<file path="config.mk">
export PLATFORM = sky130hd
export DESIGN_NAME = dcr_front
export DESIGN_NICKNAME = d
export VERILOG_FILES = /design/src/design/dcr_pkg.sv /design/src/design/dcr_front.sv
export SDC_FILE = /design/constraint.sdc
export NUM_CORES = 2
export LEC_CHECK = 0
export BUFFER_PORTS_ARGS = -buffer_cell sky130_fd_sc_hd__buf_2
export CELL_PAD_IN_SITES_DETAIL_PLACEMENT = 0
export CELL_PAD_IN_SITES_GLOBAL_PLACEMENT = 1
export CORE_AREA = 5 5 487 393
export CTS_CLUSTER_DIAMETER = 40
export CTS_CLUSTER_SIZE = 25
export DETAILED_ROUTE_END_ITERATION = 16
export DIE_AREA = 0 0 492 398
export GPL_TIMING_DRIVEN = 1
export PLACE_DENSITY_LB_ADDON = 0.2
export RECOVER_POWER = 100
export SYNTH_ARGS = -nofsm -noshare
export SYNTH_HDL_FRONTEND = slang
export SYNTH_SLANG_ARGS = --single-unit
</file>
<file path="constraint.sdc">
create_clock -name clk -period 11.8 [get_ports clk]
set_input_delay 2.36 -clock clk [delete_from_list [all_inputs] [get_ports clk]]
set_output_delay 2.36 -clock clk [all_outputs]
set_load 0.01 [all_outputs]
</file>
<file path="src/design/dcr_pkg.sv">
// shared types and constants for the disk collision resolver
package dcr_pkg;

  localparam int INDEX_BITS = 10;
  localparam int POS_W      = 24;
  localparam int VEL_W      = 16;
  localparam int RAD_W      = 8;
  localparam int DIF_W      = 17;
  localparam int SQ_W       = 2 * DIF_W;
  localparam int ROOT_W     = DIF_W;
  localparam int RS_W       = RAD_W + 1 + 8;
  localparam int FRAC_W     = 16;
  localparam int Q_W        = FRAC_W + 1;
  localparam int U_W        = Q_W + 1;
  localparam int NUM_W      = DIF_W + FRAC_W;

  typedef struct packed {
    logic signed [POS_W-1:0] first_x;
    logic signed [POS_W-1:0] first_y;
    logic signed [VEL_W-1:0] first_vx;
    logic signed [VEL_W-1:0] first_vy;
    logic [RAD_W-1:0]        first_radius;
    logic [INDEX_BITS-1:0]   first_index;
    logic signed [POS_W-1:0] second_x;
    logic signed [POS_W-1:0] second_y;
    logic signed [VEL_W-1:0] second_vx;
    logic signed [VEL_W-1:0] second_vy;
    logic [RAD_W-1:0]        second_radius;
    logic [INDEX_BITS-1:0]   second_index;
  } in_item_t;

  typedef struct packed {
    logic                    hit;
    logic signed [VEL_W-1:0] new_first_vx;
    logic signed [VEL_W-1:0] new_first_vy;
    logic signed [VEL_W-1:0] new_second_vx;
    logic signed [VEL_W-1:0] new_second_vy;
    logic signed [POS_W-1:0] new_second_x;
    logic signed [POS_W-1:0] new_second_y;
  } out_item_t;

  typedef struct packed {
    logic signed [POS_W-1:0] x1;
    logic signed [POS_W-1:0] y1;
    logic signed [POS_W-1:0] x2;
    logic signed [POS_W-1:0] y2;
    logic signed [VEL_W-1:0] vx1;
    logic signed [VEL_W-1:0] vy1;
    logic signed [VEL_W-1:0] vx2;
    logic signed [VEL_W-1:0] vy2;
    logic [RS_W-1:0]         rs;
    logic                    hit;
    logic                    coinc;
    logic                    sx;
    logic                    sy;
    logic [DIF_W-1:0]        adx;
    logic [DIF_W-1:0]        ady;
  } carry_t;

endpackage

</file>
<file path="src/design/dcr_front.sv">
// front stages: center deltas, squares and overlap test
module dcr_front (
  input  logic              clk,
  input  logic              rst_n,
  input  logic              en,
  input  logic              v_i,
  input  dcr_pkg::in_item_t in_i,
  output logic              v_o,
  output dcr_pkg::carry_t   carry_o,
  output logic [dcr_pkg::SQ_W-1:0] dist2_o
);
  import dcr_pkg::*;

  logic [2:0]              v_r;
  carry_t                  c1_r, c1_nxt, c2_r, c2_nxt, c3_r, c3_nxt;
  logic signed [POS_W:0]   dx1_r, dy1_r, dx1_nxt, dy1_nxt;
  logic                    idne_r, idne_nxt;
  logic [POS_W:0]          adx, ady;
  logic [SQ_W-1:0]         sqx_r, sqy_r, rs2_r, sqx_nxt, sqy_nxt, rs2_nxt;
  logic                    cand_r, cand_nxt;
  logic [SQ_W:0]           dist2;
  logic [SQ_W-1:0]         dist2_r, dist2_nxt;

  always_comb begin
    c1_nxt       = '0;
    c1_nxt.x1    = in_i.first_x;
    c1_nxt.y1    = in_i.first_y;
    c1_nxt.x2    = in_i.second_x;
    c1_nxt.y2    = in_i.second_y;
    c1_nxt.vx1   = in_i.first_vx;
    c1_nxt.vy1   = in_i.first_vy;
    c1_nxt.vx2   = in_i.second_vx;
    c1_nxt.vy2   = in_i.second_vy;
    c1_nxt.rs    = {({1'b0, in_i.first_radius} + {1'b0, in_i.second_radius}), 8'b0};
    dx1_nxt      = $signed({in_i.second_x[POS_W-1], in_i.second_x})
                 - $signed({in_i.first_x[POS_W-1], in_i.first_x});
    dy1_nxt      = $signed({in_i.second_y[POS_W-1], in_i.second_y})
                 - $signed({in_i.first_y[POS_W-1], in_i.first_y});
    idne_nxt     = in_i.first_index != in_i.second_index;

    adx          = dx1_r[POS_W] ? $unsigned(-dx1_r) : $unsigned(dx1_r);
    ady          = dy1_r[POS_W] ? $unsigned(-dy1_r) : $unsigned(dy1_r);
    sqx_nxt      = adx[DIF_W-1:0] * adx[DIF_W-1:0];
    sqy_nxt      = ady[DIF_W-1:0] * ady[DIF_W-1:0];
    rs2_nxt      = c1_r.rs * c1_r.rs;
    cand_nxt     = idne_r && !(|adx[POS_W:DIF_W]) && !(|ady[POS_W:DIF_W]);
    c2_nxt       = c1_r;
    c2_nxt.adx   = adx[DIF_W-1:0];
    c2_nxt.ady   = ady[DIF_W-1:0];
    c2_nxt.sx    = dx1_r[POS_W];
    c2_nxt.sy    = dy1_r[POS_W];

    dist2        = {1'b0, sqx_r} + {1'b0, sqy_r};
    c3_nxt       = c2_r;
    c3_nxt.hit   = cand_r && (dist2 < {1'b0, rs2_r});
    c3_nxt.coinc = dist2 == '0;
    dist2_nxt    = dist2[SQ_W-1:0];
  end

  always_ff @(posedge clk) begin
    if (!rst_n) begin
      v_r <= '0;
    end else if (en) begin
      v_r <= {v_r[1:0], v_i};
    end
  end

  always_ff @(posedge clk) begin
    if (en) begin
      c1_r    <= c1_nxt;
      dx1_r   <= dx1_nxt;
      dy1_r   <= dy1_nxt;
      idne_r  <= idne_nxt;
      sqx_r   <= sqx_nxt;
      sqy_r   <= sqy_nxt;
      rs2_r   <= rs2_nxt;
      cand_r  <= cand_nxt;
      c2_r    <= c2_nxt;
      c3_r    <= c3_nxt;
      dist2_r <= dist2_nxt;
    end
  end

  assign v_o     = v_r[2];
  assign carry_o = c3_r;
  assign dist2_o = dist2_r;

endmodule

</file>
==> flow_metrics.tcl <==
set metrics [dict create \
    status "finished with violations" \
    violations "max-capacitance violations, max-slew violations" \
    antenna_found_initial 12 \
    drtAntennaViolNets 0 \
    dp_slack_ns 2.071 \
    routed_wl_um 115000 \
    die_area_um2 195800 \
    hold_viol 0 \
    core-area_um2 186000 \
    finalWorstPathRequiredPeriod_ns 9.953 \
    critPathMaxFanout 131 \
    path_depth 3 \
    cts_tree "yes" \
    synth-seq-cells 750 \
    dpl_cell_area_um2 51660 \
    cp.required_ns 12.08 \
    cts_max_path_buffers 3 \
    crit_path_max_incr_delay_ns 3.10 \
    cp-startpoint "en" \
    grt_setup_unrepaired "false" \
    syn_avg_cell_area_um2 12.52 \
    cts_resized 0 \
    root_buffer "clkbuf_16" \
    crit_buf_inv 3 \
    crit_path_end "carry_o[161]$_DFFE_PP_" \
    io_pins 450 \
    async_reset_ff_frac 0 \
    setup_viol 0 \
    crit_chain "clkbuf_1 > clkbuf_1 > clkbuf_2" \
    ys_seq_area_frac 0.4872 \
    synth_cells 3688 \
    portBuffers 441 \
    post_cts_buffers 0 \
    design_area_um2 55660 \
    grt_pass1_vias 29860 \
    wl_per_cell_um 16.86 \
    cp.arrival_ns 10.23 \
    clock_skew_ns 0.03969 \
    finalMaxSlewViolations 690 \
    synth_area_um2 46170 \
    hpwl_um 88910 \
    reg2reg_from "dx1_r[0]$_DFFE_PP_" \
    initialDrtViolationCount 1571 \
    drive_above_1_share 0.08535 \
    cts_buffers 131 \
    cts_hold_buf 0 \
    critPathTopFamily "buffers and inverters" \
    synth_edf_count 747 \
    cpMostUsedCell "clkbuf_1" \
    cts_sinks 750 \
    rows 142 \
    clk_latency_ns 0.76 \
    critical_path_class "primary input to flop" \
    finalCritPeriodShare 0.8435 \
    fin_setup_tns_ns 0 \
    yosys_warnings 0 \
    die_w_um 492 \
    die_h_um 398 \
    ys_types 76 \
    htree_levels 4 \
    detail_route.first_pass.iterations 5 \
    clkTransAtPathRegs_ns 0.06 \
    max_freq_mhz 100.5 \
    grt_max_degree 144 \
    drc 0 \
    timing.rr.end "sqx_r[33]$_DFFE_PP_" \
    gr-total-overflow 0 \
    tightest_slew_ns 4.548 \
    via_count 28065 \
    layout_setup_ws_ns 1.847 \
    relSlewSlack -2.032 \
    nNetsFinal 5231 \
    gp_congestion 0.8058 \
    synth_ff_type "edfxtp_1" \
    cp-end-kind "flop" \
    ff2ff_path_depth 31 \
    start_kind "primary input" \
    slowest_stage "clkbuf_1" \
    vias_per_cell 4.115 \
    grt_usage 0.1177 \
    cap_violations 8 \
    area_growth_pct 20.56 \
    worst-r2r-setup-slack_ns 2.03 \
    initial_utilization 0.2482 \
    grt_first_pass_wirelength_um 177200 \
    hp-class "flop to flop" \
]
per-layer routing:
layer	routed length [um]	up-vias	GRT usage
met2	51580	587	0.1824
met1	53280	13877	0.1641
met4	1768	6	0.02448
met3	8329	132	0.03376
met5	41	-	0
li1	-	13463	-
cell type report:
cell class | instances | area, um^2
multi-input combinational | 2149 | 20710
clock inverter | 101 | 1236
antenna | 2 | 5.005
fill | 19180 | 130400
clock buffer | 140 | 3374
tap | 2448 | 3063
inverter | 742 | 2785
sequential | 750 | 22490
timing repair buffer | 488 | 1991
per-stage QoR:
stage	util	hold WS, ns	instances
floorplan	-	0.4003	3695
detailed placement	0.2777	0.4045	6577
global route	0.2992	0.4046	6818
CTS	0.3025	0.3942	6818
finish	0.2992	0.3955	6820
global placement	0.2777	0.4004	6577
synthesized netlist by cell type (5+ instances only):
| library cell | count | share of area |
|---|---|---|
| edfxtp_1 | 747 | 0.49 |
| nor3_1 | 27 | 0.0029 |
| and2_1 | 40 | 0.0054 |
| or2_2 | 6 | 0.00081 |
| nand2b_1 | 23 | 0.0031 |
| o21ai_0 | 86 | 0.0093 |
| inv_1 | 729 | 0.059 |
| clkbuf_1 | 45 | 0.0037 |
| nand3_1 | 24 | 0.0026 |
| xor2_1 | 71 | 0.013 |
| a211oi_1 | 13 | 0.0021 |
| nor2_1 | 261 | 0.021 |
| o211ai_1 | 9 | 0.0015 |
| nor2b_1 | 34 | 0.0046 |
| o21bai_1 | 17 | 0.0028 |
| o41ai_1 | 7 | 0.0013 |
| buf_4 | 8 | 0.0013 |
| fa_1 | 419 | 0.18 |
| a21oi_1 | 126 | 0.014 |
| or3_1 | 9 | 0.0012 |
| xnor2_1 | 123 | 0.023 |
| nand2_1 | 258 | 0.021 |
| o21a_1 | 29 | 0.0047 |
| a21o_1 | 57 | 0.0093 |
| clkinv_1 | 13 | 0.0011 |
| nand4_1 | 13 | 0.0018 |
| nor4_1 | 10 | 0.0014 |
| a31oi_1 | 12 | 0.0016 |
| and3_1 | 14 | 0.0019 |
| a211o_1 | 5 | 0.00095 |
| o31ai_1 | 16 | 0.0026 |
| ha_1 | 350 | 0.095 |
| a21boi_0 | 11 | 0.0018 |
worst reg2reg max path, delay by kind of cell, from the launching register on:
| kind | cells | cell delay, ns |
|---|---|---|
| DFF | 1 | 0.69 |
| buffers and inverters | 9 | 2.17 |
| AOI/OAI and AO/OA | 7 | 2.02 |
| adders and majority gates | 8 | 3.58 |
| and+or+nand+nor | 5 | 0.69 |
| xor gates and xnor gates | 2 | 0.35 |
cells by family after synthesis:
group	Yosys count	synth area share
AOI/OAI and AO/OA	424	0.05881
xor gates and xnor gates	194	0.03681
adders and majority gates	769	0.2766
buffers and inverters	796	0.06537
DFF	750	0.4872
muxes	7	0.001599
other	1	0.00008123
and+or+nand+nor	747	0.07358
registers in the layout, indices dropped and copies added, names as in the netlist, 25 cells and up:
signal	count
dx1_r	25
sqy_r	32
c1_r	169
carry_o	207
dy1_r	25
c2_r	205
sqx_r	32
dist2_o	34
cells in the final DEF, fill, tap and decap left out, types with 17 or more instances in the layout:
cell type	n
inv_1	729
buf_2	106
nand2b_1	23
inv_8	18
clkinv_1	18
ha_1	350
and2_1	30
o21a_1	29
a21o_1	57
nand3_1	24
a21oi_1	126
clkbuf_16	133
edfxtp_1	747
o21ai_0	86
nor2b_1	34
nand2_1	258
o21bai_1	17
clkbuf_1	378
fa_1	419
inv_6	20
xnor2_1	119
xor2_1	71
nor3_1	27
nor2_1	261
how the worst min path moves through the flow:
stage	endpoint	from	cells after the start	slack, ns
3_5_place_dp	c2_r[101]$_DFFE_PP_	c1_r[101]$_DFFE_PP_	0	0.40
3_3_place_gp	carry_o[83]$_DFFE_PP_	c2_r[83]$_DFFE_PP_	0	0.40
5_1_grt	carry_o[105]$_DFFE_PP_	c2_r[105]$_DFFE_PP_	0	0.40
2_1_floorplan	c2_r[100]$_DFFE_PP_	c1_r[100]$_DFFE_PP_	0	0.40
6_report	carry_o[111]$_DFFE_PP_	c2_r[111]$_DFFE_PP_	0	0.40
4_1_cts	carry_o[111]$_DFFE_PP_	c2_r[111]$_DFFE_PP_	0	0.39
Power is not shown: default switching activity piles up to over one toggle a cycle in this logic, so the estimate is an artifact.
