--- config.mk ---
export PLATFORM = sky130hd
export DESIGN_NAME = dcr_sqrt
export DESIGN_NICKNAME = d
export VERILOG_FILES = /design/src/design/dcr_pkg.sv /design/src/design/dcr_sqrt.sv
export SDC_FILE = /design/constraint.sdc
export NUM_CORES = 2
export LEC_CHECK = 0
export BUFFER_PORTS_ARGS = -buffer_cell sky130_fd_sc_hd__buf_4
export CORE_ASPECT_RATIO = 0.75
export CORE_MARGIN = 3
export CORE_UTILIZATION = 25
export DETAILED_ROUTE_END_ITERATION = 7
export PLACE_DENSITY = 0.49
export SYNTH_ARGS = -nofsm -noshare
export SYNTH_HDL_FRONTEND = slang
export SYNTH_MEMORY_MAX_BITS = 65536
export SYNTH_SLANG_ARGS = --single-unit
--- constraint.sdc ---
create_clock -name clk -period 9.45 [get_ports clk]
set_clock_uncertainty 0.1 [all_clocks]
set_input_delay 1.4175 -clock clk [delete_from_list [all_inputs] [get_ports clk]]
set_output_delay 1.4175 -clock clk [all_outputs]
set_load 0.01 [all_outputs]
--- src/design/dcr_pkg.sv ---
// shared types and constants for the disk collision resolver
package dcr_pkg;

  localparam int INDEX_BITS = 10;
  localparam int POS_W      = 24;
  localparam int VEL_W      = 16;
  localparam int RAD_W      = 8;
  localparam int DIF_W      = 17;
  localparam int SQ_W       = 2 * DIF_W;
  localparam int ROOT_W     = DIF_W;
  localparam int RS_W       = RAD_W + 1 + 8;
  localparam int FRAC_W     = 16;
  localparam int Q_W        = FRAC_W + 1;
  localparam int U_W        = Q_W + 1;
  localparam int NUM_W      = DIF_W + FRAC_W;

  typedef struct packed {
    logic signed [POS_W-1:0] first_x;
    logic signed [POS_W-1:0] first_y;
    logic signed [VEL_W-1:0] first_vx;
    logic signed [VEL_W-1:0] first_vy;
    logic [RAD_W-1:0]        first_radius;
    logic [INDEX_BITS-1:0]   first_index;
    logic signed [POS_W-1:0] second_x;
    logic signed [POS_W-1:0] second_y;
    logic signed [VEL_W-1:0] second_vx;
    logic signed [VEL_W-1:0] second_vy;
    logic [RAD_W-1:0]        second_radius;
    logic [INDEX_BITS-1:0]   second_index;
  } in_item_t;

  typedef struct packed {
    logic                    hit;
    logic signed [VEL_W-1:0] new_first_vx;
    logic signed [VEL_W-1:0] new_first_vy;
    logic signed [VEL_W-1:0] new_second_vx;
    logic signed [VEL_W-1:0] new_second_vy;
    logic signed [POS_W-1:0] new_second_x;
    logic signed [POS_W-1:0] new_second_y;
  } out_item_t;

  typedef struct packed {
    logic signed [POS_W-1:0] x1;
    logic signed [POS_W-1:0] y1;
    logic signed [POS_W-1:0] x2;
    logic signed [POS_W-1:0] y2;
    logic signed [VEL_W-1:0] vx1;
    logic signed [VEL_W-1:0] vy1;
    logic signed [VEL_W-1:0] vx2;
    logic signed [VEL_W-1:0] vy2;
    logic [RS_W-1:0]         rs;
    logic                    hit;
    logic                    coinc;
    logic                    sx;
    logic                    sy;
    logic [DIF_W-1:0]        adx;
    logic [DIF_W-1:0]        ady;
  } carry_t;

endpackage

--- src/design/dcr_sqrt.sv ---
// pipelined integer square root, one result bit per stage
module dcr_sqrt (
  input  logic                       clk,
  input  logic                       rst_n,
  input  logic                       en,
  input  logic                       v_i,
  input  logic [dcr_pkg::SQ_W-1:0]   rad_i,
  input  dcr_pkg::carry_t            carry_i,
  output logic                       v_o,
  output logic [dcr_pkg::ROOT_W-1:0] root_o,
  output dcr_pkg::carry_t            carry_o
);
  import dcr_pkg::*;

  logic [ROOT_W-1:0] v_r;
  logic [SQ_W:0]     rem_r [ROOT_W];
  logic [SQ_W:0]     res_r [ROOT_W];
  logic [SQ_W:0]     rem_nxt [ROOT_W];
  logic [SQ_W:0]     res_nxt [ROOT_W];
  carry_t            c_r [ROOT_W];

  always_comb begin
    logic [SQ_W:0] rin, qin, bitv, trial;
    for (int k = 0; k < ROOT_W; k++) begin
      rin   = (k == 0) ? {1'b0, rad_i} : rem_r[(k == 0) ? 0 : k - 1];
      qin   = (k == 0) ? '0 : res_r[(k == 0) ? 0 : k - 1];
      bitv  = (SQ_W + 1)'(1) << (2 * (ROOT_W - 1 - k));
      trial = qin + bitv;
      if (rin >= trial) begin
        rem_nxt[k] = rin - trial;
        res_nxt[k] = (qin >> 1) + bitv;
      end else begin
        rem_nxt[k] = rin;
        res_nxt[k] = qin >> 1;
      end
    end
  end

  always_ff @(posedge clk) begin
    if (!rst_n) begin
      v_r <= '0;
    end else if (en) begin
      v_r <= {v_r[ROOT_W-2:0], v_i};
    end
  end

  always_ff @(posedge clk) begin
    if (en) begin
      for (int k = 0; k < ROOT_W; k++) begin
        rem_r[k] <= rem_nxt[k];
        res_r[k] <= res_nxt[k];
        c_r[k]   <= (k == 0) ? carry_i : c_r[(k == 0) ? 0 : k - 1];
      end
    end
  end

  assign v_o     = v_r[ROOT_W-1];
  assign root_o  = res_r[ROOT_W-1][ROOT_W-1:0];
  assign carry_o = c_r[ROOT_W-1];

endmodule

==> flow_metrics.py <==
metrics = {
    "detailed_routing": {
        "num_vias": 56800,
        "drc": 0,
        "aggregate_routed_wire_length_um": 227000,
        "vias_per_cell": 3.74,
        "drt_first_iter_violations": 5468,
        "routed_length_per_instance_um": 15.0,
        "first_pass_iters": 7,
        "route.antenna.remaining_nets": 0,
    },
    "die": {
        "placement_rows": 240,
        "floorplan.core_area_sq_mm": 0.571,
        "io-pin-count": 486,
        "start_util_pct": 25.2,
        "chipHeight_um": 663,
        "floorplan.die.width_um": 882,
        "die_ar_sq_mm": 0.584,
    },
    "worst_setup_path": {
        "worst_path_dominant_cell_family": "simple AND/OR/NAND/NOR gates",
        "worstSetupEndpointType": "flip-flop",
        "critPathMaxFanout": 26,
        "critical_path.n_buffers_inverters": 0,
        "worst-endpoint-arrival_ns": 4.34,
        "crit_path_top_delay_cell": "sky130_fd_sc_hd__a21o_1",
        "start_to_end_type_of_the_worst_setup_path": "flip-flop to flip-flop",
        "timing.critical_path.from_type": "flip-flop",
        "cp.depth": 8,
        "cpPeakStageDelay_ns": 0.63,
        "start_point_of_the_critical_path": "rem_r[0][406]",
        "worstPathCellList": "ha_1 > or4b_1 > nor3_1 > a31o_2 > a21o_1 > nor2b_1 > nand3_1 > a32o_1",
        "worst-r2r-cell-count": 8,
        "worstReg2RegStart": "rem_r[0][406]",
        "timing.critical_path.required_ns": 10.08,
    },
    "worst_hold_path": {
        "worst_hold_startpoint": "c_r[4][152]",
        "hold_depth": 0,
        "hold_path_class": "flip-flop to flip-flop",
    },
    "global_route": {
        "grt_usage_pct": 7.49,
        "grt-busiest-layer": "met2",
        "grtUsageMet2_pct": 11.5,
        "initial_antenna_violation_count": 5,
        "global_route.usage.met1_pct": 10.4,
        "first_global_vias": 58300,
        "largest_net_degree_at_the_start_of_global_routing": 216,
        "global_route_wire_length_before_repair_um": 350000,
        "global_route.overflow_total": 0,
        "grt.met3_usage_pct": 1.63,
    },
    "cts": {
        "clock_tree.buffer_depth": 4,
        "cts.root.buffer_cell": "sky130_fd_sc_hd__clkbuf_16",
        "cts_tree": "built",
        "cts_htree_levels": 5,
        "numCtsBuffers": 421,
        "ctsResizeCount": 0,
        "tritoncts_num_sinks": 4385,
        "clkTransAtPathRegs_ns": 0.06,
        "ctsHoldBuffers": 0,
        "clk_lat_worst_skew_ns": 1.00,
        "postCtsSetupRepairBufs": 0,
    },
    "synthesis": {
        "synth_edf_count": 4368,
        "synth_sequential_area_ratio_pct": 91.5,
        "synth_cell_types": 80,
        "synth_area_per_cell_sq_um": 23.0,
        "post_synth_instance_area_sq_mm": 0.144,
        "syn_inst": 6262,
        "synth-warning-count": 0,
        "synth_nets": 6681,
        "postSynth.topFlopCell": "sky130_fd_sc_hd__edfxtp_1",
        "yosys_register_bits": 4385,
        "synth_async_sr_flop_share_pct": 0,
    },
    "pwr": {
        "powerDensity_mw_per_mm2": 243,
        "power.leakage_nw": 57.6,
        "report.power.total_w": 0.0415,
        "peakVddDrop_mv": 0.166,
    },
    "finish": {
        "area_growth_pct": 18.8,
        "final_net_count": 7600,
        "fin_cells": 15200,
        "share_of_the_core_filled_with_cells_pct": 29.9,
        "drive_above_1_share_pct": 15.3,
    },
    "place": {
        "dp_hpwl_um": 137000,
        "placement.io_buffers": 485,
        "finalWeightedCongestion": 0.832,
        "numPlacedInstances": 14400,
    },
    "run": {
        "maxCapViolations": 0,
    },
    "sta": {
        "rsz0062_at_grt": "no",
        "finalCritPeriodShare_pct": 39.3,
        "slew_headroom_pct": 15.2,
        "setup_violations": 0,
        "hold_viol": 0,
        "setup_tns_ns": 0,
        "finalMaxSlewViolations": 0,
        "finalWorstPathRequiredPeriod_ns": 3.71,
        "max_clock_freq_mhz": 269,
        "tightest_slew_ns": 1.27,
    },
    "outcome": {
        "status": "finished clean",
    },
}
power breakdown:
group | switching (W) | total (W) | internal, W
clock | 0.00723 | 0.0162 | 0.00898
sequential | 0.000558 | 0.0235 | 0.0230
combinational | 0.00111 | 0.00176 | 0.000652
state kept, by name (all words and copies together), names as in the netlist:
name   cells
c_r     3655
rem_r    560
res_r    153
v_r       17
per-layer routing:
metal	share of wire, %	wire, um
met3	5.1	11600
met2	45	102000
met1	47	106000
met5	0	0
met4	3.4	7620
cells by family after synthesis:
kind of cell / Yosys count / share of synthesized area (%)
AO/OA/AOI/OAI: 438 / 1.96
XOR/XNOR: 233 / 1.42
adder cells (fa/ha/maj): 166 / 1.44
buffers and inverters: 241 / 0.641
flip-flops: 4385 / 91.5
multiplexers: 41 / 0.299
other: 1 / 0.00261
AND/OR/NAND/NOR: 757 / 2.74
cells in the final DEF, fill, tap and decap left out, types with 8 or more instances in the layout:
cell type,instances
sky130_fd_sc_hd__clkinv_4,12
sky130_fd_sc_hd__edfxtp_1,4368
sky130_fd_sc_hd__or4_1,19
sky130_fd_sc_hd__bufinv_16,25
sky130_fd_sc_hd__clkinv_2,70
sky130_fd_sc_hd__nor4b_1,18
sky130_fd_sc_hd__nand3_1,32
sky130_fd_sc_hd__a211oi_1,13
sky130_fd_sc_hd__o31ai_1,20
sky130_fd_sc_hd__clkinvlp_4,17
sky130_fd_sc_hd__xor2_1,120
sky130_fd_sc_hd__nor3_1,77
sky130_fd_sc_hd__nor2_1,143
sky130_fd_sc_hd__clkbuf_16,422
sky130_fd_sc_hd__a21o_1,53
sky130_fd_sc_hd__or3_1,23
sky130_fd_sc_hd__mux2i_1,26
sky130_fd_sc_hd__dfxtp_1,17
sky130_fd_sc_hd__inv_6,11
sky130_fd_sc_hd__o21bai_1,11
sky130_fd_sc_hd__inv_1,201
sky130_fd_sc_hd__a31oi_1,14
sky130_fd_sc_hd__clkinv_1,95
sky130_fd_sc_hd__nand2_1,198
sky130_fd_sc_hd__o21a_1,33
sky130_fd_sc_hd__ha_1,166
sky130_fd_sc_hd__nand2b_1,26
sky130_fd_sc_hd__clkbuf_1,97
sky130_fd_sc_hd__nand4b_1,10
sky130_fd_sc_hd__nor2b_1,39
sky130_fd_sc_hd__nor4_1,87
sky130_fd_sc_hd__xnor2_1,113
sky130_fd_sc_hd__buf_12,18
sky130_fd_sc_hd__buf_4,514
sky130_fd_sc_hd__mux2_2,12
sky130_fd_sc_hd__o21ai_0,131
sky130_fd_sc_hd__a21oi_1,91
sky130_fd_sc_hd__clkinv_16,21
sky130_fd_sc_hd__and3_1,8
sky130_fd_sc_hd__nand4_1,31
through the flow:
step	cell area [sq um]	worst slack, ns	hold WS [ns]
finish	171000	5.74	0.235
global route	171000	5.46	0.223
CTS	171000	5.77	0.221
floorplan	144000	6.47	0.300
detailed placement	157000	5.06	0.305
global placement	157000	5.10	0.300
worst paths after layout:
path,slack [ns],endpoint
hold reg to reg,0.24,c_r[4][367]
hold / removal,0.24,c_r[4][367]
setup reg to reg,5.74,rem_r[0][448]
setup / recovery,5.74,rem_r[0][448]
synthesized netlist by cell type (11+ instances only):
cell type                     n  area (sq um)
sky130_fd_sc_hd__o21bai_1    11          82.6
sky130_fd_sc_hd__nor2_1     143           537
sky130_fd_sc_hd__nand2b_1    26           163
sky130_fd_sc_hd__a21o_1      53           398
sky130_fd_sc_hd__a31oi_1     14          87.6
sky130_fd_sc_hd__nor4b_1     18           158
sky130_fd_sc_hd__xor2_1     120          1050
sky130_fd_sc_hd__nand2_1    198           743
sky130_fd_sc_hd__xnor2_1    113           990
sky130_fd_sc_hd__nand3_1     32           160
sky130_fd_sc_hd__dfxtp_1     17           340
sky130_fd_sc_hd__inv_1      201           754
sky130_fd_sc_hd__o31ai_1     20           150
sky130_fd_sc_hd__mux2_2      12           135
sky130_fd_sc_hd__nor3_1      77           385
sky130_fd_sc_hd__o21a_1      33           248
sky130_fd_sc_hd__a21oi_1     91           455
sky130_fd_sc_hd__mux2i_1     26           260
sky130_fd_sc_hd__or3_1       23           144
sky130_fd_sc_hd__o21ai_0    131           656
sky130_fd_sc_hd__a211oi_1    13          97.6
sky130_fd_sc_hd__nor4_1      87           544
sky130_fd_sc_hd__ha_1       166          2080
sky130_fd_sc_hd__nor2b_1     39           244
sky130_fd_sc_hd__clkbuf_1    23          86.3
sky130_fd_sc_hd__or4_1       19           143
sky130_fd_sc_hd__nand4_1     31           194
sky130_fd_sc_hd__edfxtp_1  4368        131000
layout make-up:
type                            count  area [sq um]
Fill cell                       55000        400000
Sequential cell                  4385        132000
Multi-Input combinational cell   1636         11300
Clock buffer                      519         10900
Tap cell                         7623          9540
Timing Repair Buffer              533          4250
Clock inverter                    258          2520
Inverter                          204           766
Antenna cell                        2          5.00
Note: power is estimated with default switching activity, not from simulation.
